[config.mk]
export PLATFORM = sky130hd
export DESIGN_NAME = tcm_outq
export DESIGN_NICKNAME = d
export VERILOG_FILES = /design/src/hw/rtl/texture_column_mapper_top_assert.svh /design/src/hw/rtl/tcm_pkg.sv /design/src/hw/rtl/tcm_outq.sv
export SDC_FILE = /design/constraint.sdc
export NUM_CORES = 1
export LEC_CHECK = 0
export BUFFER_PORTS_ARGS = -buffer_cell sky130_fd_sc_hd__buf_2
export CAP_MARGIN = 10
export CORE_MARGIN = 2
export CORE_UTILIZATION = 59
export DETAILED_ROUTE_END_ITERATION = 10
export PLACE_DENSITY_LB_ADDON = 0.25
export SETUP_SLACK_MARGIN = 0.5
export SYNTH_ARGS = -nofsm -noshare
export SYNTH_HDL_FRONTEND = slang
export SYNTH_SLANG_ARGS = --single-unit
[constraint.sdc]
create_clock -name clk -period 9.6 [get_ports clk]
set_input_delay 0.48 -clock clk [delete_from_list [all_inputs] [get_ports clk]]
set_output_delay 0.48 -clock clk [all_outputs]
set_load 0.02 [all_outputs]
[src/hw/rtl/texture_column_mapper_top_assert.svh]
// Assertion macros for the texture column mapper.
// Bodies expect clk and arst_n in the including scope; ASSERT_OFF empties them.
`ifndef TEXTURE_COLUMN_MAPPER_TOP_ASSERT_SVH
`define TEXTURE_COLUMN_MAPPER_TOP_ASSERT_SVH
`ifndef ASSERT_OFF
`define TCM_ASSERT_ALWAYS(lbl, expr, msg) \
	lbl: assert property (@(posedge clk) disable iff (!arst_n) (expr)) else $error(msg);
`define TCM_ASSERT_IMPL(lbl, ante, cons, msg) \
	lbl: assert property (@(posedge clk) disable iff (!arst_n) (ante) |-> (cons)) \
		else $error(msg);
`define TCM_ASSERT_NEXT(lbl, ante, cons, msg) \
	lbl: assert property (@(posedge clk) disable iff (!arst_n) (ante) |=> (cons)) \
		else $error(msg);
`else
`define TCM_ASSERT_ALWAYS(lbl, expr, msg)
`define TCM_ASSERT_IMPL(lbl, ante, cons, msg)
`define TCM_ASSERT_NEXT(lbl, ante, cons, msg)
`endif
`endif

[src/hw/rtl/tcm_pkg.sv]
// Shared types and constants of the texture column mapper.
// No dependencies; every module refers to it by scoped names.
package tcm_pkg;

	localparam int TEX_DEPTH_DEF      = 65536;
	localparam int DEST_ADDR_BITS_DEF = 24;
	localparam int SHADE_DEPTH        = 256;
	localparam int BLEND_DEPTH        = 65536;
	localparam int OUT_ADDR_W         = 24;
	localparam int KEY_W              = 32;
	// pixel results that may be in flight or queued at once
	localparam int CREDITS            = 16;

	localparam logic [7:0] TRANSPARENT_TEXEL = 8'd255;

	localparam logic [1:0] MODE_OPAQUE = 2'd0;

	typedef enum logic [2:0] {
		CMD_START      = 3'd0,
		CMD_PIXEL      = 3'd1,
		CMD_LOAD_TEX   = 3'd2,
		CMD_LOAD_SHADE = 3'd3,
		CMD_LOAD_BLEND = 3'd4
	} tcm_cmd_e;

	typedef enum logic [2:0] {
		REG_TEXEL_SHIFT   = 3'd0,
		REG_DRAW_MODE     = 3'd1,
		REG_ROW_STRIDE    = 3'd2,
		REG_BLEND_ENABLE  = 3'd3,
		REG_BLEND_REVERSE = 3'd4
	} tcm_reg_e;

	typedef struct packed {
		logic [2:0]         cmd;
		logic [23:0]        addr;
		logic [7:0]         data;
		logic [31:0]        pos;
		logic signed [31:0] step;
		logic [7:0]         dest_pixel;
		logic               final_pixel;
	} tcm_in_t;

	typedef struct packed {
		logic        write_enable;
		logic [23:0] dest_addr;
		logic [7:0]  color;
		logic [31:0] next_pos;
		logic        column_done;
	} tcm_out_t;

	// one transaction travelling down the table pipeline
	typedef struct packed {
		logic        pix;
		logic        ld_tex;
		logic        ld_shade;
		logic        ld_blend;
		logic [23:0] addr;
		logic [7:0]  data;
		logic [7:0]  dpix;
		logic        fin;
		logic [23:0] dest;
		logic [31:0] npos;
	} tcm_op_t;

endpackage

[src/hw/rtl/tcm_outq.sv]
// Result queue between the table pipeline and the output channel.
// Depends on tcm_pkg. Overflow is prevented upstream by credit counting.
module tcm_outq #(
	parameter int DEPTH = tcm_pkg::CREDITS
) (
	input  logic              clk,
	input  logic              arst_n,
	input  logic              push,
	input  tcm_pkg::tcm_out_t push_data,
	output logic              valid,
	input  logic              stall,
	output tcm_pkg::tcm_out_t data
);

	localparam int PW = $clog2(DEPTH);
	localparam int CW = $clog2(DEPTH + 1);

	tcm_pkg::tcm_out_t store [DEPTH];
	logic [PW-1:0]     wr_q;
	logic [PW-1:0]     rd_q;
	logic [CW-1:0]     cnt_q;
	logic              pop;

	assign valid = (cnt_q != '0);
	assign pop   = valid && !stall;
	assign data  = store[rd_q];

	always_ff @(posedge clk or negedge arst_n) begin
		if (!arst_n) begin
			wr_q  <= '0;
			rd_q  <= '0;
			cnt_q <= '0;
		end else begin
			if (push) begin
				wr_q <= (wr_q == PW'(DEPTH - 1)) ? '0 : wr_q + PW'(1);
			end
			if (pop) begin
				rd_q <= (rd_q == PW'(DEPTH - 1)) ? '0 : rd_q + PW'(1);
			end
			if (push && !pop) begin
				cnt_q <= cnt_q + CW'(1);
			end else if (pop && !push) begin
				cnt_q <= cnt_q - CW'(1);
			end
		end
	end

	always_ff @(posedge clk) begin
		if (push) begin
			store[wr_q] <= push_data;
		end
	end

endmodule

==> impl_metrics.json <==
{
  "synth_top_area_share_pct": 76.6,
  "dp_hpwl_um": 43800,
  "track_usage_pct": 25.2,
  "worstPathRequired_ns": 9.12,
  "dr.pass1.iters": 5,
  "ys_warn_count": 0,
  "min_path_type": "input pin to flip-flop",
  "synth_edf_count": 1056,
  "synth-simple-area-share_pct": 1.50,
  "setup_tns_ns": 0,
  "synth_fp_nets": 2008,
  "vias": 19800,
  "drive_above_1_share_pct": 28.6,
  "min_period_ns": 5.34,
  "root_buffer": "clkbuf_16",
  "drcViolationCount": 0,
  "drt-initial-drc-count": 1800,
  "portBuffers": 136,
  "fp.coreArea_um2": 69800,
  "area_delta_synth_final_pct": 11.8,
  "yosys-mux-area-fraction_pct": 14.4,
  "p_total_w": 0.0136,
  "grt_pass1_wl_um": 131000,
  "ant_nets": 0,
  "yosys_most_used_dff": "edfxtp_1",
  "path_clk_slew_ns": 0.06,
  "maxCapViolations": 0,
  "fin_skew_ns": 0.0154,
  "async_flop_share_pct": 1.22,
  "routed_via_density": 6.31,
  "die_x_um": 269,
  "grt_max_degree": 73,
  "antenna_found_initial": 12,
  "peakVddDrop_mv": 0.205,
  "crit_arrival_ns": 4.86,
  "avgSynthCellArea_um2": 21.5,
  "wl_per_cell_um": 28.3,
  "cts_tree": "done",
  "syn-instance-count": 1928,
  "h-tree-depth": 3,
  "place_congestion": 0.751,
  "die_area_um2": 72300,
  "slew_violations": 0,
  "die_h_um": 269,
  "synth_top_family_by_area": "multiplexers",
  "grt_pass1_vias": 20400,
  "yosysTopAreaCell": "edfxtp_1",
  "power_density_nw_per_um2": 294,
  "leakage_nw": 14.8,
  "clkLatencyLatePin_ns": 0.65,
  "wirelength_um": 88700,
  "final_common_cell": "edfxtp_1",
  "synthAdderAreaFrac_pct": 0.321,
  "cp_max_fo": 48,
  "synth_cell_type_count": 30,
  "clockBufferDepth": 3,
  "nets": 2183,
  "ys_ff_latch": 1069,
  "ios": 137,
  "synth_area_um2": 41400,
  "min_period_over_period_pct": 55.6,
  "seq_area_frac_synth_pct": 77.4,
  "status": "finished clean",
  "synth_area_leaders": "edfxtp_1, mux4_2, mux2_2, a221o_1, o221ai_1",
  "synth-compound-area-share_pct": 4.01,
  "synth_xor_area_share_pct": 0.127,
  "worst_pin_slew_ns": 1.27,
  "criticalPathCategory": "flip-flop to output port",
  "timing.fmax_mhz": 187,
  "fp-row-count": 97,
  "critPathLaunchType": "flip-flop",
  "rsz0062_at_grt": "no",
  "cts-buffers-inserted": 102,
  "numClockSinks": 1069,
  "finalHoldViolations": 0,
  "floorplan.initialDensity_pct": 59.3,
  "cts-resized-gates": 0,
  "setup.worst_path.end_class": "output port",
  "grt-ovfl-total": 0,
  "finalSetupViolations": 0,
  "slew_headroom_pct": 14.8,
  "mostFrequentLayoutCells": "edfxtp_1, mux4_2, buf_2, clkbuf_16, mux2_2"
}
registers in the layout, indices dropped and copies added (netlist names):
signal	flops
cnt_q	5
rd_q	4
store	1056
wr_q	4
Yosys cell counts (all sizes together) (4+ instances only):
master	count
o221ai	66
inv	65
nand2b	5
nor2b	66
nor3	4
mux4	198
o21ai	76
nand3	4
a221o	66
nand2	18
buf	68
mux2	133
ha	9
clkbuf	40
clkinv	8
xnor2	4
edfxtp	1056
a21oi	5
dfrtp	13
nor2	17
area by class of cell:
cell class | instances | area, um2
clock inverters | 62 | 447
multi-input cells | 678 | 8570
diodes | 6 | 15.0
inverters | 73 | 274
flip-flops and latches | 1069 | 32100
clock buffers | 126 | 2730
well taps | 940 | 1180
repair buffers | 179 | 1020
fillers | 4521 | 23500
kinds of logic (layout without fill, tap and decap cells):
kind of cell	Yosys count	in the layout
flops	1069	1069
mux	332	332
compound gates	215	215
buf+inv	181	440
simple gates	115	115
fa+ha+maj	10	10
xor+xnor	6	6
other cells	0	6
through the flow:
step	cell area (um2)	hold slack (ns)	cells	utilization (%)	setup WS, ns
2_1_floorplan	41400	0.184	1928	-	3.66
3_3_place_gp	43100	0.379	2937	61.7	4.84
3_5_place_dp	43100	0.385	2937	61.7	4.80
4_1_cts	46200	0.155	3126	66.3	4.05
5_1_grt	46300	0.189	3130	66.3	3.80
6_report	46300	0.183	3133	66.3	4.26
power by group:
group | internal (W) | total (W) | switching [W]
Sequential | 0.00554 | 0.00580 | 0.000261
Clock | 0.00217 | 0.00381 | 0.00165
Combinational | 0.00170 | 0.00401 | 0.00231
worst max-delay path, stage by stage, from the launching register on:
cell     delay (ns)
dfrtp_4        0.96
buf_4          0.82
buf_4          0.90
mux4_2         0.63
inv_1          0.07
o21ai_1        0.07
a221o_1        0.43
buf_2          0.18
path summary, 6_finish.rpt:
| kind | startpoint | endpoint | slack [ns] | cells after the start |
|---|---|---|---|---|
| min | push | wr_q[1] | 0.18 | 3 |
| min reg2reg | cnt_q[4] | cnt_q[4] | 0.47 | 1 |
| max reg2reg | wr_q[1] | store[1][49] | 6.27 | 6 |
| max | rd_q[0] | data[28] | 4.26 | 7 |
| min in group asynchronous | arst_n | cnt_q[4] | 0.24 | 2 |
| max in group asynchronous | arst_n | rd_q[3] | 9.09 | 2 |
metal layers:
metal | up-vias | track usage (%) | part of all wire [%]
li1 | 8392 | - | -
met1 | 10500 | 34.8 | 40
met2 | 747 | 41.5 | 50
met3 | 144 | 4.27 | 7.0
met4 | 14 | 8.38 | 2.7
met5 | - | 0 | 0.089
what timing repair did:
item | 4_1_cts | 5_1_grt
hold buffers | 1 | 0
buffers inserted | 0 | 0
hold endpoints to repair | 13 | 0
No activity file was read; power rests on OpenSTA's default activity.
