File: src/hw/rtl/texture_column_mapper_top_assert.svh
// Assertion macros for the texture column mapper.
// Bodies expect clk and arst_n in the including scope; ASSERT_OFF empties them.
`ifndef TEXTURE_COLUMN_MAPPER_TOP_ASSERT_SVH
`define TEXTURE_COLUMN_MAPPER_TOP_ASSERT_SVH
`ifndef ASSERT_OFF
`define TCM_ASSERT_ALWAYS(lbl, expr, msg) \
	lbl: assert property (@(posedge clk) disable iff (!arst_n) (expr)) else $error(msg);
`define TCM_ASSERT_IMPL(lbl, ante, cons, msg) \
	lbl: assert property (@(posedge clk) disable iff (!arst_n) (ante) |-> (cons)) \
		else $error(msg);
`define TCM_ASSERT_NEXT(lbl, ante, cons, msg) \
	lbl: assert property (@(posedge clk) disable iff (!arst_n) (ante) |=> (cons)) \
		else $error(msg);
`else
`define TCM_ASSERT_ALWAYS(lbl, expr, msg)
`define TCM_ASSERT_IMPL(lbl, ante, cons, msg)
`define TCM_ASSERT_NEXT(lbl, ante, cons, msg)
`endif
`endif

File: src/hw/rtl/tcm_pkg.sv
// Shared types and constants of the texture column mapper.
// No dependencies; every module refers to it by scoped names.
package tcm_pkg;

	localparam int TEX_DEPTH_DEF      = 65536;
	localparam int DEST_ADDR_BITS_DEF = 24;
	localparam int SHADE_DEPTH        = 256;
	localparam int BLEND_DEPTH        = 65536;
	localparam int OUT_ADDR_W         = 24;
	localparam int KEY_W              = 32;
	// pixel results that may be in flight or queued at once
	localparam int CREDITS            = 16;

	localparam logic [7:0] TRANSPARENT_TEXEL = 8'd255;

	localparam logic [1:0] MODE_OPAQUE = 2'd0;

	typedef enum logic [2:0] {
		CMD_START      = 3'd0,
		CMD_PIXEL      = 3'd1,
		CMD_LOAD_TEX   = 3'd2,
		CMD_LOAD_SHADE = 3'd3,
		CMD_LOAD_BLEND = 3'd4
	} tcm_cmd_e;

	typedef enum logic [2:0] {
		REG_TEXEL_SHIFT   = 3'd0,
		REG_DRAW_MODE     = 3'd1,
		REG_ROW_STRIDE    = 3'd2,
		REG_BLEND_ENABLE  = 3'd3,
		REG_BLEND_REVERSE = 3'd4
	} tcm_reg_e;

	typedef struct packed {
		logic [2:0]         cmd;
		logic [23:0]        addr;
		logic [7:0]         data;
		logic [31:0]        pos;
		logic signed [31:0] step;
		logic [7:0]         dest_pixel;
		logic               final_pixel;
	} tcm_in_t;

	typedef struct packed {
		logic        write_enable;
		logic [23:0] dest_addr;
		logic [7:0]  color;
		logic [31:0] next_pos;
		logic        column_done;
	} tcm_out_t;

	// one transaction travelling down the table pipeline
	typedef struct packed {
		logic        pix;
		logic        ld_tex;
		logic        ld_shade;
		logic        ld_blend;
		logic [23:0] addr;
		logic [7:0]  data;
		logic [7:0]  dpix;
		logic        fin;
		logic [23:0] dest;
		logic [31:0] npos;
	} tcm_op_t;

endpackage

File: src/hw/rtl/tcm_ram.sv
// Generic single-clock RAM: one write port, one read port, registered read.
// No dependencies beyond tcm_pkg defaults.
module tcm_ram #(
	parameter int WIDTH = 8,
	parameter int DEPTH = tcm_pkg::SHADE_DEPTH
) (
	input  logic                     clk,
	input  logic                     we,
	input  logic [$clog2(DEPTH)-1:0] waddr,
	input  logic [WIDTH-1:0]         wdata,
	input  logic                     re,
	input  logic [$clog2(DEPTH)-1:0] raddr,
	output logic [WIDTH-1:0]         rdata
);

	logic [WIDTH-1:0] mem [DEPTH];

	always_ff @(posedge clk) begin
		if (we) begin
			mem[waddr] <= wdata;
		end
		if (re) begin
			rdata <= mem[raddr];
		end
	end

endmodule

File: config.mk
export PLATFORM = sky130hd
export DESIGN_NAME = tcm_ram
export DESIGN_NICKNAME = d
export VERILOG_FILES = /design/src/hw/rtl/texture_column_mapper_top_assert.svh /design/src/hw/rtl/tcm_pkg.sv /design/src/hw/rtl/tcm_ram.sv
export SDC_FILE = /design/constraint.sdc
export NUM_CORES = 2
export LEC_CHECK = 0
export ABC_AREA = 1
export BUFFER_PORTS_ARGS = -buffer_cell sky130_fd_sc_hd__buf_4
export CORE_ASPECT_RATIO = 1.75
export CORE_UTILIZATION = 40
export DETAILED_ROUTE_END_ITERATION = 8
export PLACE_DENSITY = 0.55
export SLEW_MARGIN = 0
export SYNTH_ARGS = -nofsm -noshare
export SYNTH_HDL_FRONTEND = slang
export SYNTH_SLANG_ARGS = --single-unit
File: constraint.sdc
create_clock -name clk -period 3 [get_ports clk]
set_clock_uncertainty 0.1 [all_clocks]
set_input_delay 0.45 -clock clk [delete_from_list [all_inputs] [get_ports clk]]
set_output_delay 0.45 -clock clk [all_outputs]
set_load 0.02 [all_outputs]
==> key figures <==
Outcome
  • Status: finished, final reports clean

Floorplan
  • Die ar.: between 0.2 and 0.25 mm2
  • Initial core utilization: 40.3%
  • Row cnt: 221
  • Die Y-Extent: ~610 um
  • Die width: about 350 um
  • Core Box Area: a little over 0.2 mm2
  • Ports: 35

Clock network
  • Post-CTS resize count: 0
  • Clock buffer count from CTS: 185
  • Clock sinks: 2056
  • CTS Hold Buffers Added: 8
  • Clock transition at the registers of the reported paths: 0.06 ns
  • TritonCTS clock tree: built
  • Worst skew pair latency: between 0.8 and 0.9 ns
  • Clock root buffer: clkbuf_16
  • H-tree Lvls: 4
  • Clk buf depth: 4
  • Post-CTS Setup Bufs: 0

Place
  • Port-buffer cells: 34
  • Area after DPL: ~0.090 mm2
  • DPL Wire Length: between 150000 and 200000 um
  • Gpl congestion: 0.905
  • Dpl ws: -0.421 ns

Power
  • Pwr dens: between 600 and 700 mW/mm2
  • Net switching power: approximately 14 mW
  • Power consumption: between 50 and 60 mW
  • VDD IR max: about 0.45 mV
  • P_leak: 33.7 nW
  • Sw frac: between 20 and 25%
  • Sequential cell fraction of total power: a little over half
  • Comb power frac: under 10%
  • Pint: 45.9 mW
  • Clk network pwr share: slightly below 40%

Timing
  • Fin Hold WS: 0.0342 ns
  • Worst-Margin Slew: between 1 and 1.5 ns
  • Final WS setup: between 0.3 and 0.4 ns
  • RSZ-0062 raised after global routing: no
  • Endpoints failing setup: 0
  • Min Tclk post-route: about 2.6 ns
  • Final period utilization: 87.8%
  • Slew Limit Headroom: ~31%
  • Setup TNS: 0 ns
  • Hold Violations, Final: 0
  • FMAX: 380 MHz
  • Final Max Tran Viols: 0

Global route
  • Total grt overflow: 0
  • Vias in the first global route: around 54000
  • GRT Resource Usage Total: around 24%
  • Pin count of the biggest net entering global routing: roughly 100
  • Global-route wire length before repair: around 370000 um
  • Initial antenna violation count: 3

Setup path
  • Max stage delay on crit path: 0.34 ns
  • Max FO, Critical Path: 18
  • CP bufs+invs: 5
  • Delay-heaviest family, CP: simple AND/OR/NAND/NOR gates
  • Worst path required time: between 3 and 4 ns
  • Slowest CP cell: nand3_1
  • Worst setup path class: in2reg
  • Critical-path cell list: buf_8 > inv_8 > buf_12 > buf_4 > buf_4 > nand3_1 > nand3_1 > nand3_1 > nand3_1 > nand3_1 > nand3_1 > nand2_1 > nand2_1 > nand2_1
  • CP arrival: ~3.1 ns
  • CP dominant cell by count: nand3_1
  • Startpoint Class: input port
  • Crit end category: register

Yosys
  • Syn_area_per_cell: around 12 um2
  • Synth cell count leaders: 2123 x nand2_1, 2056 x edfxtp_1, 2019 x nand3_1, 283 x nor2_1, 268 x buf_2
  • Number of synthesized flops with an enable pin: between 2000 and 2500
  • Fraction of registers with async set/reset: 0%
  • Dominant cells by area after synthesis: edfxtp_1 74%, nand3_1 12%, nand2_1 9.5%, buf_2 1.6%, nor2_1 1.3%
  • Flip-flop and latch count after synthesis: around 2100
  • Syn nets: about 7000
  • Ys flop type: edfxtp_1
  • Yosys Warn Count: 0
  • Mapped Cells: between 7000 and 8000
  • Yosys cell types: 13
  • Top-count cell post-synth: nand2_1
  • Synth area leader: edfxtp_1
  • Sequential fraction of the synthesis area: 74.0%
  • Netlist Area Pre-Place: between 0.08 and 0.09 mm2
  • Top-area cell type share of the netlist area: approximately three quarters

Routing
  • Drt drc: 0
  • Initial DRT Pass Iterations: 6
  • Final wirelength: 257000 um
  • Vias: between 50000 and 60000
  • Routed vias/inst: ~5.5
  • Wire length on met2: between 100000 and 150000 um
  • WL met1: between 90000 and 100000 um
  • Iteration-0 DRC Markers: 5253
  • Top routing layer used: met4
  • DR WL/cell: roughly 26 um
  • Routed Antenna Nets: 0
  • Met3 wire length: between 10000 and 15000 um

Layout
  • Fillers: 18473
  • Area delta synth->final: 14.7%
  • Area of the multi-input gates: around 0.019 mm2
  • NumNets Final: approximately 7300
  • Storage element area: about 0.06 mm2
  • Final Cell Area: approximately 0.096 mm2
  • Fraction of layout cells with a size suffix above 1: roughly 11%

Run
  • Max-cap viol count: 0

Worst hold path
  • Worst Hold Class: in2reg
[registers in the layout, summed over array words and instances, names as in the netlist]
| register | count |
|---|---|
| mem | 2048 |
| rdata | 8 |
[worst paths after layout]
| kind | from | to | slack [ns] | depth (start not counted) |
|---|---|---|---|---|
| max | raddr[1] | rdata[4]$_DFFE_PP_ | 0.37 | 14 |
| min | wdata[6] | mem[130][6]$_DFFE_PP_ | 0.03 | 1 |
| max reg2reg | mem[50][4]$_DFFE_PP_ | rdata[4]$_DFFE_PP_ | 0.58 | 10 |
| min reg2reg | mem[204][7]$_DFFE_PP_ | rdata[7]$_DFFE_PP_ | 0.99 | 10 |
[metal layers]
layer  global-route usage, %  vias up
li1                        -    25345
met1                    27.8    27488
met2                    43.9     1936
met3                    2.52      526
met4                    13.1        0
met5                       0        -
[worst register-to-register path, stage by stage, from the launching register on]
cell and delay (ns):
edfxtp_1 0.37, nand2_1 0.08, nand3_1 0.13, nand3_1 0.29
nand3_1 0.11, nand3_1 0.08, nand3_1 0.34, nand3_1 0.34
nand2_1 0.12, nand2_1 0.16, nand2_1 0.07
[cells by family after synthesis]
kind of cell,after synthesis,share of synthesized area (%)
buffers and inverters,522,3.12
DFF,2056,74.0
and+or+nand+nor,4425,22.9
[cells in the final DEF, fill, tap and decap left out, drive strengths merged, types with 21 or more instances in the layout]
master  Yosys  layout
nand3    2019    2019
buf       371     549
nand2    2123    2123
clkinv      0      68
bufinv      0      21
inv        39      42
nor2      283     283
clkbuf    112     221
edfxtp   2056    2056
[layout make-up]
| cell class | instances | share of cell area (%) |
|---|---|---|
| clock inverters | 100 | 1.07 |
| multi-input cells | 4425 | 20.0 |
| clock buffers | 221 | 5.00 |
| inverters | 39 | 0.188 |
| flip-flops and latches | 2056 | 64.5 |
| well taps | 2676 | 3.50 |
| repair buffers | 557 | 5.80 |
| diodes | 3 | 0.00784 |
[power by group through the flow]
stage	registers [mW]	logic, mW	clock network (mW)
3_5_place_dp	32.3	4.10	0
6_report	31.7	4.10	23.6
4_1_cts	31.7	4.12	23.9
3_3_place_gp	32.3	4.09	0
5_1_grt	31.7	4.37	24.8
2_1_floorplan	32.3	1.95	0
[through the flow]
stage,std cells,util (%)
detailed placement,9745,43.4
CTS,10074,46.2
floorplan,7003,-
finish,10077,46.2
global route,10075,46.2
global placement,9745,43.4
Power figures use the tool's default switching activity.
